### config.mk
export PLATFORM = sky130hd
export DESIGN_NAME = sprite_entry_row_expander
export DESIGN_NICKNAME = d
export VERILOG_FILES = /design/src/rtl/core/sere_pkg.sv /design/src/rtl/core/sere_ctrl.sv /design/src/rtl/core/sere_dp.sv /design/src/rtl/core/sprite_entry_row_expander.sv
export SDC_FILE = /design/constraint.sdc
export NUM_CORES = 1
export LEC_CHECK = 0
export BUFFER_PORTS_ARGS = -buffer_cell sky130_fd_sc_hd__buf_2
export CAP_MARGIN = 30
export CORE_ASPECT_RATIO = 0.75
export CORE_MARGIN = 2
export CORE_UTILIZATION = 29
export CTS_CLUSTER_DIAMETER = 50
export DETAILED_ROUTE_END_ITERATION = 8
export MAX_ROUTING_LAYER = met4
export PLACE_DENSITY = 0.53
export SLEW_MARGIN = 10
export SYNTH_ARGS = -nofsm -noshare
export SYNTH_HDL_FRONTEND = slang
export SYNTH_SLANG_ARGS = --single-unit
### constraint.sdc
create_clock -name clk_i -period 5.5 [get_ports clk_i]
set_clock_uncertainty 0.2 [all_clocks]
set_input_delay 0.275 -clock clk_i [delete_from_list [all_inputs] [get_ports clk_i]]
set_output_delay 0.275 -clock clk_i [all_outputs]
set_load 0.03 [all_outputs]
### src/rtl/core/sere_pkg.sv
package sere_pkg;

  localparam int unsigned InWidth   = 64;
  localparam int unsigned OutWidth  = 80;
  localparam int unsigned CfgIdxW   = 2;
  localparam int unsigned CfgDataW  = 16;

  // Configuration register indexes
  localparam logic [CfgIdxW-1:0] CfgScreenFlip = 2'd0;
  localparam logic [CfgIdxW-1:0] CfgVisWidth   = 2'd1;
  localparam logic [CfgIdxW-1:0] CfgVisHeight  = 2'd2;
  localparam logic [CfgIdxW-1:0] CfgBankSelect = 2'd3;

  localparam logic [10:0] VisWidthReset  = 11'd320;
  localparam logic [10:0] VisHeightReset = 11'd240;

  localparam int unsigned HideBit = 10;

  // Commands from the controller to the datapath
  typedef struct packed {
    logic load;   // latch and decode the incoming entry
    logic step;   // emit the current row into the output register
  } sere_cmd_t;

  // Status from the datapath to the controller
  typedef struct packed {
    logic hidden;    // incoming entry has its hide bit set
    logic last;      // current row is the final one
    logic out_free;  // output register can take a word this cycle
  } sere_sts_t;

  function automatic logic [7:0] prio_mask(input logic [1:0] prio);
    logic [7:0] m;
    case (prio)
      2'd0:    m = 8'h00;
      2'd1:    m = 8'hf0;
      2'd2:    m = 8'hf0 | 8'hcc;
      2'd3:    m = 8'hf0 | 8'hcc | 8'haa;
      default: m = 8'h00;
    endcase
    return m;
  endfunction

endpackage

### src/rtl/core/sere_ctrl.sv
module sere_ctrl (
  input  logic              clk_i,
  input  logic              rst_ni,
  input  logic              in_valid_i,
  output logic              in_ready_o,
  input  sere_pkg::sere_sts_t sts_i,
  output sere_pkg::sere_cmd_t cmd_o
);

  localparam logic StIdle = 1'b0;
  localparam logic StRun  = 1'b1;

  logic state_q, state_d;

  always_comb begin
    state_d    = state_q;
    in_ready_o = 1'b0;
    cmd_o      = '0;
    case (state_q)
      StIdle: begin
        in_ready_o = 1'b1;
        if (in_valid_i && !sts_i.hidden) begin
          cmd_o.load = 1'b1;
          state_d    = StRun;
        end
      end
      StRun: begin
        if (sts_i.out_free) begin
          cmd_o.step = 1'b1;
          if (sts_i.last) begin
            state_d = StIdle;
          end
        end
      end
      default: state_d = StIdle;
    endcase
  end

  always_ff @(posedge clk_i or negedge rst_ni) begin
    if (!rst_ni) begin
      state_q <= StIdle;
    end else begin
      state_q <= state_d;
    end
  end

endmodule

### src/rtl/core/sere_dp.sv
module sere_dp (
  input  logic                              clk_i,
  input  logic                              rst_ni,
  input  logic                              cfg_we_i,
  input  logic [sere_pkg::CfgIdxW-1:0]      cfg_index_i,
  input  logic [sere_pkg::CfgDataW-1:0]     cfg_wdata_i,
  input  logic [sere_pkg::InWidth-1:0]      in_data_i,
  input  logic                              out_ready_i,
  output logic                              out_valid_o,
  output logic [sere_pkg::OutWidth-1:0]     out_data_o,
  output logic                              out_last_o,
  input  sere_pkg::sere_cmd_t               cmd_i,
  output sere_pkg::sere_sts_t               sts_o
);

  // configuration
  logic        scr_flip_q;
  logic [10:0] vis_w_q, vis_h_q;
  logic [15:0] bank_sel_q;

  always_ff @(posedge clk_i or negedge rst_ni) begin
    if (!rst_ni) begin
      scr_flip_q <= 1'b0;
      vis_w_q    <= sere_pkg::VisWidthReset;
      vis_h_q    <= sere_pkg::VisHeightReset;
      bank_sel_q <= '0;
    end else if (cfg_we_i) begin
      case (cfg_index_i)
        sere_pkg::CfgScreenFlip: scr_flip_q <= cfg_wdata_i[0];
        sere_pkg::CfgVisWidth:   vis_w_q    <= cfg_wdata_i[10:0];
        sere_pkg::CfgVisHeight:  vis_h_q    <= cfg_wdata_i[10:0];
        sere_pkg::CfgBankSelect: bank_sel_q <= cfg_wdata_i;
        default: ;
      endcase
    end
  end

  // entry decode
  logic [15:0] xw, yw, aw, cw;
  logic [3:0]  bank;
  logic [4:0]  xnum, ynum;
  logic [11:0] x_s, y_s, sx_d, sy_d;
  logic        fx_d, fy_d;
  logic [7:0]  xzoom_d, yzoom_d;

  always_comb begin
    xw      = in_data_i[15:0];
    yw      = in_data_i[31:16];
    aw      = in_data_i[47:32];
    cw      = in_data_i[63:48];
    bank    = bank_sel_q[{cw[15:14], 2'b00} +: 4];
    xnum    = {1'b0, xw[15:12]} + 5'd1;
    ynum    = {1'b0, yw[15:12]} + 5'd1;
    x_s     = {{2{xw[9]}}, xw[9:0]};
    y_s     = {{2{yw[9]}}, yw[9:0]};
    xzoom_d = 8'd128 - {2'b00, aw[15:12], 2'b00};
    yzoom_d = 8'd128 - {2'b00, aw[11:8], 2'b00};
    fx_d    = xw[11] ^ scr_flip_q;
    fy_d    = yw[11] ^ scr_flip_q;
    // mirror about the visible area; only the low 12 bits are kept
    if (scr_flip_q) begin
      sx_d = {1'b0, vis_w_q} - x_s - {3'b000, xnum, 4'b0000};
      sy_d = {1'b0, vis_h_q} - y_s - {3'b000, ynum, 4'b0000};
    end else begin
      sx_d = x_s;
      sy_d = y_s;
    end
  end

  // latched entry
  logic [17:0] code_q;
  logic [5:0]  color_q;
  logic        fx_q, fy_q, zoomed_q;
  logic [11:0] sx_q, sy_q;
  logic [4:0]  xnum_q;
  logic [3:0]  ylast_q, row_q;
  logic [7:0]  xzoom_q, yzoom_q, pmask_q;

  always_ff @(posedge clk_i) begin
    if (cmd_i.load) begin
      code_q   <= {bank, cw[13:0]};
      color_q  <= aw[5:0];
      fx_q     <= fx_d;
      fy_q     <= fy_d;
      sx_q     <= sx_d;
      sy_q     <= sy_d;
      xnum_q   <= xnum;
      ylast_q  <= yw[15:12];
      xzoom_q  <= xzoom_d;
      yzoom_q  <= yzoom_d;
      pmask_q  <= sere_pkg::prio_mask(aw[7:6]);
      zoomed_q <= (aw[15:8] != 8'h00);
      row_q    <= '0;
    end else if (cmd_i.step) begin
      // advance the row code by one row of tiles
      code_q <= code_q + {13'd0, xnum_q};
      row_q  <= row_q + 4'd1;
    end
  end

  // row position, bottom to top when flipped
  logic [3:0]  pos;
  logic [11:0] prod;
  logic [11:0] row_y;

  always_comb begin
    pos   = fy_q ? (ylast_q - row_q) : row_q;
    prod  = {8'd0, pos} * {4'd0, yzoom_q};
    row_y = sy_q + {3'b000, prod[11:3]};
  end

  // output register
  logic                            out_valid_q;
  logic [sere_pkg::OutWidth-1:0]   out_data_q;
  logic                            out_last_q;

  always_ff @(posedge clk_i or negedge rst_ni) begin
    if (!rst_ni) begin
      out_valid_q <= 1'b0;
    end else if (cmd_i.step) begin
      out_valid_q <= 1'b1;
    end else if (out_ready_i) begin
      out_valid_q <= 1'b0;
    end
  end

  always_ff @(posedge clk_i) begin
    if (cmd_i.step) begin
      out_data_q <= {zoomed_q, pmask_q, yzoom_q, xzoom_q, xnum_q, row_y, sx_q,
                     fy_q, fx_q, color_q, code_q};
      out_last_q <= (row_q == ylast_q);
    end
  end

  assign out_valid_o     = out_valid_q;
  assign out_data_o      = out_data_q;
  assign out_last_o      = out_last_q;
  assign sts_o.hidden    = in_data_i[sere_pkg::HideBit];
  assign sts_o.last      = (row_q == ylast_q);
  assign sts_o.out_free  = !out_valid_q || out_ready_i;

endmodule

### src/rtl/core/sprite_entry_row_expander.sv
// Sprite list entry row expander. Each input word is one sprite list entry
// (x_word, y_word, attr_word, code_word from the lowest bits up); it yields
// one row descriptor per tile row in draw order, with tlast on the final row,
// and a hidden entry yields nothing. An entry is taken while the block is
// idle, then one row is generated per cycle into the output register whenever
// that register is free, so back-pressure on the output stalls the row steps.
// A visible entry of 1 to 16 tile rows holds the block until its final row
// is stepped out. The next entry is accepted while the last row still
// waits in the output register. Configuration writes are taken at any time
// but belong to periods with no entry in flight.
module sprite_entry_row_expander (
  input  logic                             clk_i,
  input  logic                             rst_ni,
  input  logic                             cfg_we_i,
  input  logic [sere_pkg::CfgIdxW-1:0]     cfg_index_i,
  input  logic [sere_pkg::CfgDataW-1:0]    cfg_wdata_i,
  input  logic                             s_axis_tvalid,
  output logic                             s_axis_tready,
  // x_word[15:0], y_word[31:16], attr_word[47:32], code_word[63:48]
  input  logic [sere_pkg::InWidth-1:0]     s_axis_tdata,
  output logic                             m_axis_tvalid,
  input  logic                             m_axis_tready,
  // row_tile_code[17:0], color[23:18], flip_x[24], flip_y[25], x_origin[37:26],
  // row_y[49:38], tiles_in_row[54:50], x_zoom[62:55], y_zoom[70:63],
  // priority_mask[78:71], zoomed[79]
  output logic [sere_pkg::OutWidth-1:0]    m_axis_tdata,
  output logic                             m_axis_tlast
);

  sere_pkg::sere_cmd_t cmd;
  sere_pkg::sere_sts_t sts;

  sere_ctrl u_ctrl (
    .clk_i      (clk_i),
    .rst_ni     (rst_ni),
    .in_valid_i (s_axis_tvalid),
    .in_ready_o (s_axis_tready),
    .sts_i      (sts),
    .cmd_o      (cmd)
  );

  sere_dp u_dp (
    .clk_i       (clk_i),
    .rst_ni      (rst_ni),
    .cfg_we_i    (cfg_we_i),
    .cfg_index_i (cfg_index_i),
    .cfg_wdata_i (cfg_wdata_i),
    .in_data_i   (s_axis_tdata),
    .out_ready_i (m_axis_tready),
    .out_valid_o (m_axis_tvalid),
    .out_data_o  (m_axis_tdata),
    .out_last_o  (m_axis_tlast),
    .cmd_i       (cmd),
    .sts_o       (sts)
  );

endmodule

==> results.cfg <==
[timing]
finalCriticalPeriod_ns = 5.54
holdWs_ns = 0.0226
worst_pin_slew_ns = 0.949
tns_ns = -0.0743
setup_violations = 3
relSlewSlack = 0.361
maxSlewViolCount = 0
rsz0062_at_grt = yes
hold_viol_final = 0
fmax_ghz = 0.181
fin_crit_sh = 1.01
setup_slack_ns = -0.0388

[synth]
ys_ff_latch = 192
synthTopCellsByCount = edfxtp_1, inv_1, ha_1
synthCells = 811
synth_seq_area_share = 0.547
synth_cell_type_count = 55
yosysTopAreaCellShare = 0.437
syn_area_sq_um = 10100
yosysMostFrequentCell = edfxtp_1
synth_edf_count = 147
syn-mean-instance-area_sq_um = 12.5
ys.flop_type = edfxtp_1
synth_top_cells_by_area = edfxtp_1, dfrtp_1, ha_1
synth_largest_area_cell = edfxtp_1
async_flop_share = 0.214
yosys_warnings = 0

[setup_path]
worstSetupStartpoint = u_dp.ylast_q[1]
cp_slowest_cell = or4b_4
cpPeakStageDelay_ns = 0.50
crit_path_end_kind = register
crit_chain = ha_4, nor2b_4, o21a_1, or4b_4, a21o_4, a21bo_1, fa_1, inv_1, fa_1, ha_1, a21oi_2, nor2b_1, o31a_1, o41ai_2, xnor2_1, ha_1, nand2_2, nor3_2, a21oi_2, buf_4, xnor2_1
crit_path_max_fanout = 3
cp-start-kind = register
r2r-start = u_dp.ylast_q[1]
critPathRequiredTime_ns = 5.50
worstPathArrival_ns = 5.53
crit_type = register to register

[clock_network]
cts_buffer_depth = 2
cts_inserted_buffers = 17
root_buffer = clkbuf_16
clock_latency_ns = 0.45
path_clk_slew_ns = 0.07
clkSinkCount = 192
cts_tree = built
cts_max_level = 4

[power_and_ir_drop]
p_leak_nw = 5.51
finalPower_mw = 7.41
vdd_drop_max_uv = 321
pwr_density_cell_nw_per_um2 = 565

[route]
drc = 0
wl_per_cell_microns = 15.5
first_iter_violations = 355
wl_met1_mm = 12.4
wl_met2_mm = 10.3
vias = 6923
wl_mm = 24.1
firstDrtPassIters = 5
routed_via_density = 4.45
final_antenna_net_count = 0
wl_met3_microns = 970
routed.top_layer = met4

[floorplan]
fp-row-count = 59
die_y_microns = 166
die-area_sq_um = 36400
die_w_microns = 220
start_util = 0.293
io_pins = 170
core_sq_um = 34500

[finish]
nFillCells = 3401
synthToLayoutAreaGrowth_pct = 29.8
fin_cells = 1556
drive_gt1_frac = 0.287
layout.nets = 1262

[grt]
grt_start_max_net_pins = 65
track_usage = 0.140
antenna_found_initial = 1
grt_overflow = 0
grt_pass1_vias = 6911
grt_pass1_wl_mm = 37.9

[flow_run]
cap_violations = 0

[placed_design]
dp_cells = 1436
port_buffers = 163
hpwlAfterDp_mm = 17.6
gp_congestion = 0.794

[hold_path]
hold_path.class = primary input to register
hold_path.startpoint = s_axis_tdata[13]

[run_status]
violations = setup timing
status = finished, violations left
## stage by stage
step	cell area, sq um	setup WS [ns]	util
2_1_floorplan	10100	0.0130	-
3_3_place_gp	11600	-0.165	0.335
3_5_place_dp	11600	-0.228	0.336
4_1_cts	13000	-0.132	0.377
5_1_grt	13100	-0.224	0.380
6_report	13100	-0.0388	0.380
## report_power, final
group / internal, mW / switching [mW]
clock: 0.659 / 0.594
sequential: 2.19 / 0.183
combinational: 1.63 / 2.15
total: 4.48 / 2.93
## state kept, by name (all words and copies together), names as in the netlist
register and count:
u_dp.out_data_o 71, u_dp.code_q 18, u_dp.bank_sel_q 16, u_dp.sx_q 12, u_dp.sy_q 12, u_dp.vis_h_q 11, u_dp.vis_w_q 11, u_dp.color_q 6
u_dp.xzoom_q 6, u_dp.yzoom_q 6, u_dp.xnum_q 5, u_dp.row_q 4, u_dp.ylast_q 4, u_dp.pmask_q 3, u_ctrl.state_q 1, u_dp.fx_q 1
u_dp.fy_q 1, u_dp.out_last_o 1, u_dp.out_valid_o 1, u_dp.scr_flip_q 1, u_dp.zoomed_q 1
## routing by layer
layer  global-route usage  up-vias
li1                     -     3432
met5                    -        -
met2                0.194      135
met1                0.207     3340
met3               0.0288       16
met4               0.0394        0
## path summary, 6_finish.rpt
path,endpoint,slack [ns],depth (start not counted)
max,u_dp.out_data_o[47],-0.04,21
min,u_dp.xnum_q[1],0.02,2
max reg2reg,u_dp.out_data_o[47],-0.04,21
min reg2reg,u_dp.out_data_o[62],0.22,0
max in group asynchronous,u_dp.vis_h_q[4],4.50,3
min in group asynchronous,u_dp.bank_sel_q[11],0.05,2
## final cells by class
class | count | area, sq um | share of cell area
flip-flops and latches | 192 | 5530 | 0.421
multi-input cells | 515 | 4250 | 0.324
repair buffers | 276 | 1870 | 0.143
well taps | 457 | 572 | 0.0436
clock buffers | 21 | 494 | 0.0377
inverters | 83 | 313 | 0.0238
clock inverters | 11 | 86.3 | 0.00658
diodes | 1 | 2.50 | 0.000191
## logic make-up (layout without fill, tap and decap cells)
family          after synthesis  after routing  share of synthesized area
flops                       192            192                      0.547
simple gates                179            179                     0.0870
compound gates              135            135                     0.0849
buf+inv                     108            391                     0.0437
fa+ha+maj                    90             90                      0.128
xor+xnor                     53             53                     0.0459
mux                          53             53                     0.0629
other cells                   1              6                   0.000371
## worst max-delay path: cells and delay by family, from the launching register on
family,cells,cell delay (ns)
AOI/OAI and AO/OA,7,1.43
xor gates and xnor gates,2,0.28
adders and majority gates,5,1.83
buffers and inverters,2,0.20
and+or+nand+nor,5,0.92
DFF,1,0.43
## layout by cell type (no fill, tap or decap), types with 7 or more instances in the layout
master / instances
nor3_1: 8
nand2b_1: 10
nor2_1: 47
o21ai_0: 35
nand4_1: 9
mux2_2: 44
xnor2_1: 26
edfxtp_1: 147
nand2_1: 44
fa_1: 22
nand3_1: 10
and2_1: 7
clkbuf_16: 19
dlygate4sd3_1: 75
dfrtp_1: 35
buf_4: 36
o21a_1: 8
inv_1: 81
buf_2: 163
a21o_1: 8
ha_1: 65
xor2_1: 26
nor2b_1: 17
a21oi_1: 31
## what timing repair did
action                                  4_1_cts  5_1_grt
gates resized for setup                       6       15
endpoints found under the hold margin       134        0
hold buffers                                 75        0
endpoints found under the setup margin        4        5
setup buffers                                 9        2
pin swaps                                    18       21
gates cloned                                  0        0
Power figures use the tool's default switching activity.
